--- src/design/kscg_pkg.sv ---
// Shared types and constants for the k-subset combination generator.
package kscg_pkg;

  localparam int IDX_FIELDS    = 8;
  localparam int IDX_W         = 5;
  localparam int ORD_W         = 24;
  localparam int SET_SIZE_W    = 6;
  localparam int SUBSET_SIZE_W = 4;
  localparam int CFG_INDEX_W   = 2;
  localparam int DATA_W        = IDX_FIELDS * IDX_W + ORD_W;
  localparam int S_DATA_W      = 8;

  localparam logic [CFG_INDEX_W-1:0] REG_SET_SIZE    = CFG_INDEX_W'(0);
  localparam logic [CFG_INDEX_W-1:0] REG_SUBSET_SIZE = CFG_INDEX_W'(1);

  localparam logic [SET_SIZE_W-1:0]    SET_SIZE_RESET    = SET_SIZE_W'(5);
  localparam logic [SUBSET_SIZE_W-1:0] SUBSET_SIZE_RESET = SUBSET_SIZE_W'(3);

  typedef struct packed {
    logic [ORD_W-1:0]                 ordinal;
    logic                             none;
    logic                             is_last;
    logic [IDX_FIELDS-1:0][IDX_W-1:0] idx;
  } result_t;

endpackage

--- src/design/kscg_succ.sv ---
// Successor logic: first or next combination, ordinal and last flag.
module kscg_succ import kscg_pkg::*; #(
  parameter int MAX_SUBSET = 8,
  parameter int MAX_SET    = 32,
  localparam int CW = $clog2(MAX_SET + MAX_SUBSET + 1),
  localparam int PW = $clog2(MAX_SUBSET)
) (
  input  logic [SET_SIZE_W-1:0]             set_size,
  input  logic [SUBSET_SIZE_W-1:0]          subset_size,
  input  logic [MAX_SUBSET-1:0][CW-1:0]     cur,
  input  logic                              started,
  input  logic [ORD_W-1:0]                  pos_count,
  input  logic                              restart,
  output logic [MAX_SUBSET-1:0][CW-1:0]     cur_next,
  output logic                              started_next,
  output logic [ORD_W-1:0]                  pos_count_next,
  output result_t                           res
);

  logic [CW-1:0]                        n;
  logic [SUBSET_SIZE_W-1:0]             k_raw;
  logic [CW-1:0]                        k;
  logic                                 none;
  logic                                 found;
  logic [PW-1:0]                        pos;
  logic                                 first;
  logic                                 last;
  logic [CW-1:0]                        base;
  logic [MAX_SUBSET-1:0][CW-1:0]        ceil_val;
  logic [MAX_SUBSET-1:0][CW-1:0]        nxt;
  logic [IDX_FIELDS-1:0][IDX_W-1:0]     idx_out;

  always_comb begin
    n = ({1'b0, set_size} > 7'(MAX_SET)) ? CW'(MAX_SET) : CW'(set_size);
    k_raw = (subset_size == '0) ? SUBSET_SIZE_W'(1) : subset_size;
    k = (k_raw > SUBSET_SIZE_W'(MAX_SUBSET)) ? CW'(MAX_SUBSET) : CW'(k_raw);
    none = (k > n);

    found = 1'b0;
    pos   = '0;
    for (int p = 0; p < MAX_SUBSET; p++) begin
      ceil_val[p] = n - k + CW'(p);
      if ((CW'(p) < k) && (cur[p] < ceil_val[p])) begin
        found = 1'b1;
        pos   = PW'(p);
      end
    end

    first = restart || !started || !found;
    base  = cur[pos] + CW'(1);

    for (int q = 0; q < MAX_SUBSET; q++) begin
      if (CW'(q) >= k) begin
        nxt[q] = '0;
      end else if (first) begin
        nxt[q] = CW'(q);
      end else if (PW'(q) < pos) begin
        nxt[q] = cur[q];
      end else begin
        nxt[q] = base + CW'(q) - CW'(pos);
      end
    end

    last = 1'b1;
    for (int q = 0; q < MAX_SUBSET; q++) begin
      if ((CW'(q) < k) && (nxt[q] != ceil_val[q])) begin
        last = 1'b0;
      end
    end

    if (none) begin
      cur_next       = cur;
      pos_count_next = pos_count;
    end else begin
      cur_next       = nxt;
      pos_count_next = first ? '0 : pos_count + ORD_W'(1);
    end
    started_next = !none;

    res.idx     = idx_out;
    res.is_last = none || last;
    res.none    = none;
    res.ordinal = none ? '0 : pos_count_next;
  end

  for (genvar f = 0; f < IDX_FIELDS; f++) begin : g_idx
    if (f < MAX_SUBSET) begin : g_used
      assign idx_out[f] = (!none && (CW'(f) < k)) ? IDX_W'(nxt[f]) : '0;
    end else begin : g_unused
      assign idx_out[f] = '0;
    end
  end

endmodule

--- src/design/kscg_out.sv ---
// Output register stage holding one result item.
module kscg_out import kscg_pkg::*; (
  input  logic    clk,
  input  logic    rst,
  input  logic    in_valid,
  output logic    in_ready,
  input  result_t in_res,
  output logic    out_valid,
  input  logic    out_ready,
  output result_t out_res
);

  assign in_ready = !out_valid || out_ready;

  always_ff @(posedge clk) begin
    if (rst) begin
      out_valid <= 1'b0;
    end else if (in_valid && in_ready) begin
      out_valid <= 1'b1;
    end else if (out_ready) begin
      out_valid <= 1'b0;
    end
    if (in_valid && in_ready) begin
      out_res <= in_res;
    end
  end

endmodule

--- src/design/k_subset_combination_generator.sv ---
// Top level of the k-subset combination generator.
// Each request item returns one k-combination of 0..n-1 in lexicographic
// order: restart (s_tdata bit 0) or the first request after reset or after
// a register write gives 0..k-1, otherwise the successor follows, wrapping
// to the first after the last. One item is taken every cycle unless the
// output stalls, and its result appears in the next cycle from the output
// register; the rate is set by the combinational successor logic, a compare
// and rightmost pick over MAX_SUBSET positions feeding the state registers.
// If k exceeds n the result has the none flag (tuser) set and tlast high.
module k_subset_combination_generator import kscg_pkg::*; #(
  parameter int MAX_SUBSET = 8,
  parameter int MAX_SET    = 32
) (
  input  logic                     clk,
  input  logic                     rst,
  input  logic                     s_tvalid,
  output logic                     s_tready,
  input  logic [S_DATA_W-1:0]      s_tdata,   // [0] restart, rest zero
  output logic                     m_tvalid,
  input  logic                     m_tready,
  output logic [DATA_W-1:0]        m_tdata,   // idx_0..idx_7 (5b each), ordinal
  output logic                     m_tlast,
  output logic                     m_tuser,   // none
  input  logic                     cfg_valid,
  output logic                     cfg_ready,
  input  logic [CFG_INDEX_W-1:0]   cfg_index,
  input  logic [SET_SIZE_W-1:0]    cfg_data
);

  localparam int CW = $clog2(MAX_SET + MAX_SUBSET + 1);

  logic [SET_SIZE_W-1:0]         set_size;
  logic [SUBSET_SIZE_W-1:0]      subset_size;
  logic [MAX_SUBSET-1:0][CW-1:0] cur;
  logic [MAX_SUBSET-1:0][CW-1:0] cur_next;
  logic                          started;
  logic                          started_next;
  logic [ORD_W-1:0]              pos_count;
  logic [ORD_W-1:0]              pos_count_next;
  logic                          s_acc;
  result_t                       res_c;
  result_t                       res_q;

  assign s_acc     = s_tvalid && s_tready;
  assign cfg_ready = 1'b1;

  kscg_succ #(
    .MAX_SUBSET (MAX_SUBSET),
    .MAX_SET    (MAX_SET)
  ) u_succ (
    .set_size       (set_size),
    .subset_size    (subset_size),
    .cur            (cur),
    .started        (started),
    .pos_count      (pos_count),
    .restart        (s_tdata[0]),
    .cur_next       (cur_next),
    .started_next   (started_next),
    .pos_count_next (pos_count_next),
    .res            (res_c)
  );

  kscg_out u_out (
    .clk       (clk),
    .rst       (rst),
    .in_valid  (s_tvalid),
    .in_ready  (s_tready),
    .in_res    (res_c),
    .out_valid (m_tvalid),
    .out_ready (m_tready),
    .out_res   (res_q)
  );

  assign m_tdata = {res_q.ordinal, res_q.idx};
  assign m_tlast = res_q.is_last;
  assign m_tuser = res_q.none;

  always_ff @(posedge clk) begin
    if (rst) begin
      set_size    <= SET_SIZE_RESET;
      subset_size <= SUBSET_SIZE_RESET;
      cur         <= '0;
      started     <= 1'b0;
      pos_count   <= '0;
    end else begin
      if (s_acc) begin
        cur       <= cur_next;
        started   <= started_next;
        pos_count <= pos_count_next;
      end
      if (cfg_valid && cfg_ready) begin
        unique case (cfg_index)
          REG_SET_SIZE: begin
            set_size <= cfg_data;
            started  <= 1'b0;
          end
          REG_SUBSET_SIZE: begin
            subset_size <= cfg_data[SUBSET_SIZE_W-1:0];
            started     <= 1'b0;
          end
          default: begin
          end
        endcase
      end
    end
  end

`ifndef SYNTH
  a_stall_blocks: assert property (@(posedge clk) disable iff (rst)
    (m_tvalid && !m_tready) |-> !s_tready)
    else $error("input taken while result stalled");

  a_none_clears: assert property (@(posedge clk) disable iff (rst)
    (s_acc && res_c.none && !cfg_valid) |=> !started)
    else $error("started kept after empty result");

  a_valid_sets: assert property (@(posedge clk) disable iff (rst)
    (s_acc && !res_c.none && !cfg_valid) |=> started)
    else $error("started not set after combination");

  a_none_shape: assert property (@(posedge clk) disable iff (rst)
    (m_tvalid && m_tuser) |-> (m_tlast && (m_tdata == '0)))
    else $error("empty result carries data");

  a_restart_zero: assert property (@(posedge clk) disable iff (rst)
    (s_acc && s_tdata[0] && !res_c.none) |=>
      (m_tvalid && (m_tdata[DATA_W-1 -: ORD_W] == '0)))
    else $error("restart ordinal not zero");
`endif

endmodule
--- config.mk ---
export PLATFORM = sky130hd
export DESIGN_NAME = k_subset_combination_generator
export DESIGN_NICKNAME = d
export VERILOG_FILES = /design/src/design/kscg_pkg.sv /design/src/design/kscg_succ.sv /design/src/design/kscg_out.sv /design/src/design/k_subset_combination_generator.sv
export SDC_FILE = /design/constraint.sdc
export NUM_CORES = 1
export LEC_CHECK = 0
export BUFFER_PORTS_ARGS = -buffer_cell sky130_fd_sc_hd__buf_2
export CAP_MARGIN = 10
export CORE_ASPECT_RATIO = 1.4
export CORE_MARGIN = 2
export CORE_UTILIZATION = 45
export DETAILED_ROUTE_END_ITERATION = 10
export PLACE_DENSITY = 0.64
export SLEW_MARGIN = 0
export SYNTH_ARGS = -nofsm -noshare
export SYNTH_HDL_FRONTEND = slang
export SYNTH_SLANG_ARGS = --single-unit
--- constraint.sdc ---
create_clock -name clk -period 11.25 [get_ports clk]
set_clock_uncertainty 0.2 [all_clocks]
set_input_delay 1.125 -clock clk [delete_from_list [all_inputs] [get_ports clk]]
set_output_delay 1.125 -clock clk [all_outputs]
set_load 0.005 [all_outputs]
=== Word-level counts from Yosys, hierarchy flattened ===
Cells that the tools add are included.

* Flip-flop bits (word level): 150
* Latch bits: 0
* RAM bits: 0
* Bits in read-only memories: 0
* Input port bits: 21
* Output and inout bits: 69
* Word-level logic and storage cells: 194
* Memories: 0

* Add/sub/neg operators: 25
* Multipliers: 0
* Div/mod/pow operators: 0
* $lt $le $gt $ge: 36
* Eq/ne operators: 9
* Shift operators: 0
* Muxes and demuxes: 59
* Bitwise gates (word level): 1
* Reductions and logical operators: 40

{| class="wikitable"
|+ Operator list
! cell !! count
|-
| 6-bit two-way mux || 26
|-
| 6-bit by 3-bit adder with 6-bit output, second input constant || 8
|-
| 6-bit less-than comparator || 8
|-
| 24-bit two-way mux || 2
|-
| 6-bit != test || 8
|-
| 6-bit by 3-bit subtractor with 6-bit output || 8
|-
| 1-bit logical AND || 25
|-
| 24-bit by 1-bit adder with 24-bit output, second input constant || 1
|-
| 6-bit by 2-bit adder with 6-bit output, second input constant || 4
|-
| 3-bit by 6-bit >= comparator with 1-bit output, first input constant || 4
|-
| 3-bit by 6-bit less-than comparator with 1-bit output, first input constant || 4
|-
| 1-bit two-way mux || 22
|-
| 6-bit by 1-bit adder with 6-bit output, second input constant || 3
|-
| 6-bit binary-select mux with 3-bit select || 1
|-
| 1-bit by 6-bit >= comparator with 1-bit output, first input constant || 2
|-
| 2-bit by 6-bit >= comparator with 1-bit output, first input constant || 2
|-
| 1-bit by 6-bit less-than comparator with 1-bit output, first input constant || 2
|-
| 2-bit by 6-bit less-than comparator with 1-bit output, first input constant || 2
|-
| 3-bit less-than comparator, first input constant || 4
|-
| 3-bit two-way mux || 4
|-
| 4-bit two-way mux || 2
|-
| 6-bit greater-than comparator || 1
|-
| 6-bit greater-than comparator, second input constant || 1
|-
| 1-bit by 3-bit less-than comparator with 1-bit output, first input constant || 2
|-
| 14 further kinds || 24
|}

=== Logic depth before layout (Yosys ltp) ===
Gate-level depths: netlist (run 1).

* Word-level depth: 33
* Depth in mapped cells: 46
* Depth with buffers taken out: 43

=== By module ===
A second synthesis (run 1) with hierarchy kept.

* Cell total of the unflattened synthesis: 1513
* Area total of the unflattened synthesis: 12657.1 sq um

{| class="wikitable"
|+ By module, submodules not included
! module !! instances !! cells each !! area each (sq um) !! seq. area each (sq um)
|-
| kscg_succ || 1 || 1064 || 6896.6 || 0.0
|-
| k_subset_combination_generator || 1 || 378 || 3723.6 || 1661.6
|-
| kscg_out || 1 || 71 || 2037.0 || 2001.9
|}

=== Worst setup path before layout (run 1) ===
Ideal clock, no wire load.

* Kind: register to register
* From: register subset_size[3]
* To: register u_out.out_res[40] (netlist name), data pin
* Setup time: 0.255 ns
* Data arrival time: 8.722 ns
* Required time: 10.795 ns
* Path slack: 2.073 ns
* Stages on the path, launching flop included: 43
* Buffers on the path: 2
* Clock period less this slack: 9.177 ns
* Cells stage by stage: dfxtp_1 > buf_4 > clkbuf_1 > o22ai_1 > ha_1 > fa_1 > xor2_1 > inv_1 > ha_1 > a21oi_1 > nor2_1 > xor2_1 > ha_1 > and3_1 > a2111oi_0 > o21ai_0 > o211a_4 > o21ai_4 > [... 7 more ...] > inv_1 > ha_1 > inv_1 > ha_1 > a21o_1 > a21oi_1 > xor2_1 > nor2_1 > a21oi_1 > xor2_1 > nor3_1 > a21oi_1 > o22ai_1 > nand4_1 > inv_1 > o211a_1 > o32a_2 > a31o_1

{| class="wikitable"
|+ RTL lines
! item !! line !! source
|-
| from (decl) || k_subset_combination_generator.sv:33 || <nowiki>logic [SUBSET_SIZE_W-1:0] subset_size;</nowiki>
|-
| from (signal assigned) || k_subset_combination_generator.sv:98 || <nowiki>subset_size <= cfg_data[SUBSET_SIZE_W-1:0];</nowiki>
|-
| to (signal assigned) || kscg_out.sv:24 || <nowiki>out_res <= in_res;</nowiki>
|-
| to (decl) || kscg_out.sv:10 || <nowiki>output result_t out_res</nowiki>
|}

==> results of run 1 <==
==> critical path: cells and delay by family (launching register included) <==
| kind | cells | cell delay [ns] |
|---|---|---|
| AOI/OAI and AO/OA | 15 | 3.60 |
| adders and majority gates | 7 | 2.11 |
| buffers and inverters | 10 | 1.60 |
| xor gates and xnor gates | 5 | 1.32 |
| and+or+nand+nor | 5 | 0.59 |
| DFF | 1 | 0.31 |
| muxes | 1 | 0.18 |
==> worst paths after layout <==
check | cells after the start | startpoint | slack, ns | endpoint
hold / removal | 2 | pos_count[1] | 0.27 | pos_count[1]
setup reg to reg | 43 | subset_size[3] | 1.05 | u_out.out_res[40]
setup / recovery | 43 | subset_size[3] | 1.05 | u_out.out_res[40]
hold reg to reg | 2 | pos_count[1] | 0.27 | pos_count[1]
==> area by class of cell <==
class / instances / area share
clock buffers: 19 / 0.0349
clock inverters: 12 / 0.0164
inverters: 45 / 0.0141
multi-input cells: 1034 / 0.555
flip-flops and latches: 150 / 0.295
well taps: 310 / 0.0312
repair buffers: 115 / 0.0532
==> state kept, by name, indices dropped and copies added (netlist names) <==
signal / cells
cur: 48
pos_count: 24
set_size: 6
started: 1
subset_size: 4
u_out.out_res: 66
u_out.out_valid: 1
==> through the flow <==
step / worst slack, ns / instances / instance area, µm² / utilization
3_3_place_gp: 1.35 / 1654 / 11800 / 0.491
2_1_floorplan: 2.07 / 1294 / 11000 / -
6_report: 1.05 / 1685 / 12400 / 0.518
4_1_cts: 1.19 / 1685 / 12400 / 0.518
3_5_place_dp: 1.28 / 1654 / 11800 / 0.491
5_1_grt: 0.650 / 1685 / 12400 / 0.518
==> layer usage <==
metal | wire, µm | global-route usage | part of all wire
met5 | 0 | 0 | 0
met4 | 1480 | 0.128 | 0.044
met3 | 1410 | 0.0351 | 0.042
met2 | 17100 | 0.467 | 0.50
met1 | 13900 | 0.321 | 0.41
==> logic make-up after synthesis <==
family	Yosys count	share of synthesized area
simple gates	492	0.209
compound gates	322	0.194
flops	150	0.333
buf+inv	110	0.0421
xor+xnor	109	0.0945
fa+ha+maj	84	0.103
mux	26	0.0238
other cells	1	0.000340
==> power breakdown <==
part           switching [µW]  internal [µW]  total, µW
combinational             957            576       1530
clock                     238            393        630
sequential               9.46            589        598
==> cells in the mapped netlist (5+ instances only) <==
| library cell | number |
|---|---|
| nor2_1 | 168 |
| a21o_1 | 18 |
| a31oi_1 | 15 |
| nand2b_1 | 11 |
| a211oi_1 | 6 |
| xor2_1 | 31 |
| and2_1 | 12 |
| a211o_1 | 6 |
| clkbuf_1 | 48 |
| edfxtp_1 | 66 |
| dfxtp_1 | 84 |
| nor2b_1 | 20 |
| o21ai_0 | 64 |
| mux2i_1 | 24 |
| fa_1 | 11 |
| buf_2 | 6 |
| nand3_1 | 33 |
| ha_1 | 73 |
| o211ai_1 | 10 |
| o21a_1 | 5 |
| inv_1 | 39 |
| or3_1 | 14 |
| xnor2_1 | 71 |
| nor4_1 | 10 |
| nand4_1 | 5 |
| o22ai_1 | 5 |
| nor3_1 | 45 |
| a22oi_1 | 13 |
| nand2_1 | 128 |
| a21oi_1 | 126 |
| and3_1 | 24 |
==> layout by cell type, fill, tap and decap left out, types with 15 or more instances in the layout <==
cell	n
a21o_1	18
a21oi_1	126
a31oi_1	15
and3_1	24
buf_2	81
buf_4	34
clkbuf_16	17
dfxtp_1	84
edfxtp_1	66
ha_1	73
inv_1	38
mux2i_1	24
nand2_1	128
nand3_1	33
nor2_1	167
nor2b_1	20
nor3_1	45
o21ai_0	64
xnor2_1	71
xor2_1	31
==> flow_metrics.env, run 1 <==
export IMPL_worstPathRequired_ns=11.24
export IMPL_row_count=67
export IMPL_cts_sinks=150
export IMPL_clk_pin_slew_ns=0.06
export IMPL_avgViaCountPerCell=5.85
export IMPL_num_vias=9865
export IMPL_max_stage_delay_ns=0.42
export IMPL_synth_seq_cells=150
export IMPL_total_power_uw=2760
export IMPL_die_h_um=189
export IMPL_timing_hold_ws_ns=0.265
export IMPL_cp_end_kind="flop"
export IMPL_gp_congestion=0.974
export IMPL_grt_pass1_vias=9451
export IMPL_n_antenna_cell=0
export IMPL_area_delta_synth_final_pct=12.7
export IMPL_cts_tree="done"
export IMPL_synth_flop_cell="dfxtp_1"
export IMPL_clockBufferDepth=2
export IMPL_dieWidth_um=136
export IMPL_min_period_over_period=0.907
export IMPL_rsz0062_at_grt="no"
export IMPL_initial_utilization=0.460
export IMPL_synthTopCellsByArea="edfxtp_1, dfxtp_1, ha_1, a21oi_1, nor2_1"
export IMPL_insertion_delay_ns=0.45
export IMPL_synthCells=1294
export IMPL_regArea_mm2=0.00366
export IMPL_synth_cell_type_count=91
export IMPL_cp_max_fo=19
export IMPL_die_area_mm2=0.0258
export IMPL_drv_slew=0
export IMPL_firstDrtPassIters=5
export IMPL_drive_gt1_frac=0.141
export IMPL_grt_util_all_layers=0.267
export IMPL_drt_wl_total_mm=33.9
export IMPL_io_pin_count=90
export IMPL_start_kind="flop"
export IMPL_final_antenna_net_count=0
export IMPL_synthesis_area_mm2=0.0110
export IMPL_hold_class="reg2reg"
export IMPL_cts_htree_levels=4
export IMPL_cts_buffers=17
export IMPL_cp_slowest_cell="o21ai_4"
export IMPL_cp_common_cell="ha_1"
export IMPL_synth_top_area_share=0.180
export IMPL_yosys_warnings=0
export IMPL_p_per_area_mw_per_mm2=222
export IMPL_synth_edff_count=66
export IMPL_cts_resized=0
export IMPL_worst_pin_slew_ns=0.998
export IMPL_holdBufCountCts=0
export IMPL_ys_async_sr_fraction=0
export IMPL_drv_cap=0
export IMPL_setup_tns_ns=0
export IMPL_post_cts_repair_setup_buffers=0
export IMPL_finalSetupViolCount=0
export IMPL_syn_area_per_cell_um2=8.51
export IMPL_status="completed"
export IMPL_nets=1468
export IMPL_synth_nets=1399
export IMPL_wl_per_cell_um=20.1
export IMPL_path_class="reg2reg"
export IMPL_slew_headroom=0.335
export IMPL_drt_iter0_markers=710
export IMPL_max_freq_ghz=0.0980
export IMPL_grt_max_degree=85
export IMPL_grt_pass1_wl_mm=52.4
export IMPL_drc=0
export IMPL_synth_area_leader_cell="edfxtp_1"
export IMPL_power_leakage_uw=0.00495
export IMPL_cts_root_buf="clkbuf_16"
export IMPL_multi_input_area_mm2=0.00689
export IMPL_ir_drop_uv=188
export IMPL_critPathArrivalTime_ns=10.20
export IMPL_hold_viol=0
export IMPL_coreArea_mm2=0.0240
export IMPL_dpl_hpwl_mm=25.3
export IMPL_fillerInstances=2347
export IMPL_min_period_ns=10.20
export IMPL_antenna_found_initial=0
export IMPL_ys_seq_area_frac=0.333
export IMPL_overflow=0
export IMPL_portBuffers=81
(Power assumes the default switching activity.)
==> run 2, diff against run 1 <==
CORE_MARGIN = not set   (was 2)
REMOVE_ABC_BUFFERS = 1   (was not set)
==> flow_metrics.env, run 2 (synthesis results as in run 1) <==
export IMPL_rsz0062_at_grt="no"
export IMPL_power_leakage_uw=0.00486
export IMPL_clk_pin_slew_ns=0.06
export IMPL_nets=1459
export IMPL_multi_input_area_mm2=0.00689
export IMPL_max_freq_ghz=0.0976
export IMPL_num_vias=9703
export IMPL_status="completed"
export IMPL_grt_util_all_layers=0.267
export IMPL_critPathArrivalTime_ns=10.33
export IMPL_drc=0
export IMPL_cts_resized=0
export IMPL_drv_cap=0
export IMPL_row_count=67
export IMPL_cpLargestDelayFamily="compound AO/OA/AOI/OAI gates"
export IMPL_cp_slowest_cell="fa_1"
export IMPL_cts_tree="done"
export IMPL_antenna_found_initial=0
export IMPL_cts_root_buf="clkbuf_16"
export IMPL_grt_max_degree=85
export IMPL_cp_max_fo=19
export IMPL_die_h_um=187
export IMPL_fillerInstances=2346
export IMPL_slew_headroom=0.313
export IMPL_path_class="reg2reg"
export IMPL_post_cts_repair_setup_buffers=0
export IMPL_setup_tns_ns=0
export IMPL_stdcell_count=1677
export IMPL_die_area_mm2=0.0251
export IMPL_largest_register_ffs=66
export IMPL_drv_slew=0
export IMPL_hold_class="reg2reg"
export IMPL_r2r_worst_path_cells=39
export IMPL_dieWidth_um=134
export IMPL_avgViaCountPerCell=5.79
export IMPL_worstPathRequired_ns=11.34
export IMPL_worst_path_buf_inv=10
export IMPL_path_depth=39
export IMPL_worst_pin_slew_ns=1.03
export IMPL_final_antenna_net_count=0
export IMPL_dp_cells=1645
export IMPL_layout_common_cells="nor2_1, nand2_1, a21oi_1"
export IMPL_drt_wl_total_mm=33.0
export IMPL_wl_per_cell_um=19.7
export IMPL_cts_htree_levels=4
export IMPL_min_period_ns=10.24
export IMPL_gp_congestion=0.940
export IMPL_n_antenna_cell=0
export IMPL_p_per_area_mw_per_mm2=215
export IMPL_reg2reg_slack_ns=1.01
export IMPL_clockBufferDepth=2
export IMPL_grt_pass1_vias=9317
export IMPL_holdBufCountCts=0
export IMPL_portBuffers=81
export IMPL_start_kind="flop"
export IMPL_insertion_delay_ns=0.44
export IMPL_finalSetupViolCount=0
export IMPL_io_pin_count=90
export IMPL_grt_pass1_wl_mm=51.2
export IMPL_area_delta_synth_final_pct=11.2
export IMPL_overflow=0
export IMPL_hold_path_depth=2
export IMPL_final_common_cell="nor2_1"
export IMPL_initial_utilization=0.460
export IMPL_regArea_mm2=0.00366
export IMPL_firstDrtPassIters=5
export IMPL_hold_viol=0
export IMPL_coreArea_mm2=0.0240
export IMPL_min_period_over_period=0.910
export IMPL_timing_hold_ws_ns=0.276
export IMPL_drive_gt1_frac=0.134
export IMPL_cp_end_kind="flop"
export IMPL_cts_sinks=150
export IMPL_reg_top3="u_out.out_res: 66 flops, cur: 48 flops, pos_count: 24 flops"
export IMPL_ir_drop_uv=144
export IMPL_dpl_hpwl_mm=24.8
export IMPL_cts_buffers=17
export IMPL_top_register="u_out.out_res"
export IMPL_drt_iter0_markers=751
export IMPL_max_stage_delay_ns=0.45
export IMPL_total_power_uw=2640
[run 2: path summary, 6_finish.rpt]
kind	start	end
max reg2reg	subset_size[3]	u_out.out_res[40]
min reg2reg	pos_count[1]	pos_count[1]
min	pos_count[1]	pos_count[1]
max	subset_size[3]	u_out.out_res[40]
[run 2: worst register-to-register path: cells and delay by family (launching register included)]
| kind | cells | cell delay [ns] |
|---|---|---|
| adder cells (fa/ha/maj) | 7 | 2.23 |
| flip-flops | 1 | 0.30 |
| multiplexers | 1 | 0.16 |
| buffers and inverters | 10 | 1.60 |
| XOR/XNOR | 5 | 1.14 |
| AO/OA/AOI/OAI | 10 | 3.16 |
| AND/OR/NAND/NOR | 6 | 1.34 |
[run 2: layout make-up]
cell class / instances / area share
clock buffers: 20 / 0.0356
multi-input cells: 1034 / 0.562
flip-flops and latches: 150 / 0.299
well taps: 310 / 0.0317
inverters: 45 / 0.0143
clock inverters: 12 / 0.00868
repair buffers: 106 / 0.0484
[run 2: report_power, final]
| group | total, µW | leakage, µW | switching (µW) | internal, µW |
|---|---|---|---|---|
| Combinational | 1500 | 0.00327 | 942 | 562 |
| Sequential | 598 | 0.00134 | 9.13 | 589 |
| Clock | 537 | 0.000249 | 234 | 303 |
[run 2: stage by stage]
stage | worst slack, ns | util | instance area (µm²)
2_1_floorplan | 1.67 | - | 10700
3_3_place_gp | 1.22 | 0.488 | 11700
3_5_place_dp | 1.21 | 0.488 | 11700
4_1_cts | 1.11 | 0.511 | 12300
5_1_grt | 0.588 | 0.511 | 12300
6_report | 1.01 | 0.511 | 12300
[run 2: metal layers]
metal	vias up	GRT usage	part of all wire
met3	79	0.0423	0.054
met4	0	0.150	0.052
met2	310	0.473	0.50
met1	4602	0.302	0.39
li1	4712	-	-
met5	-	0	0
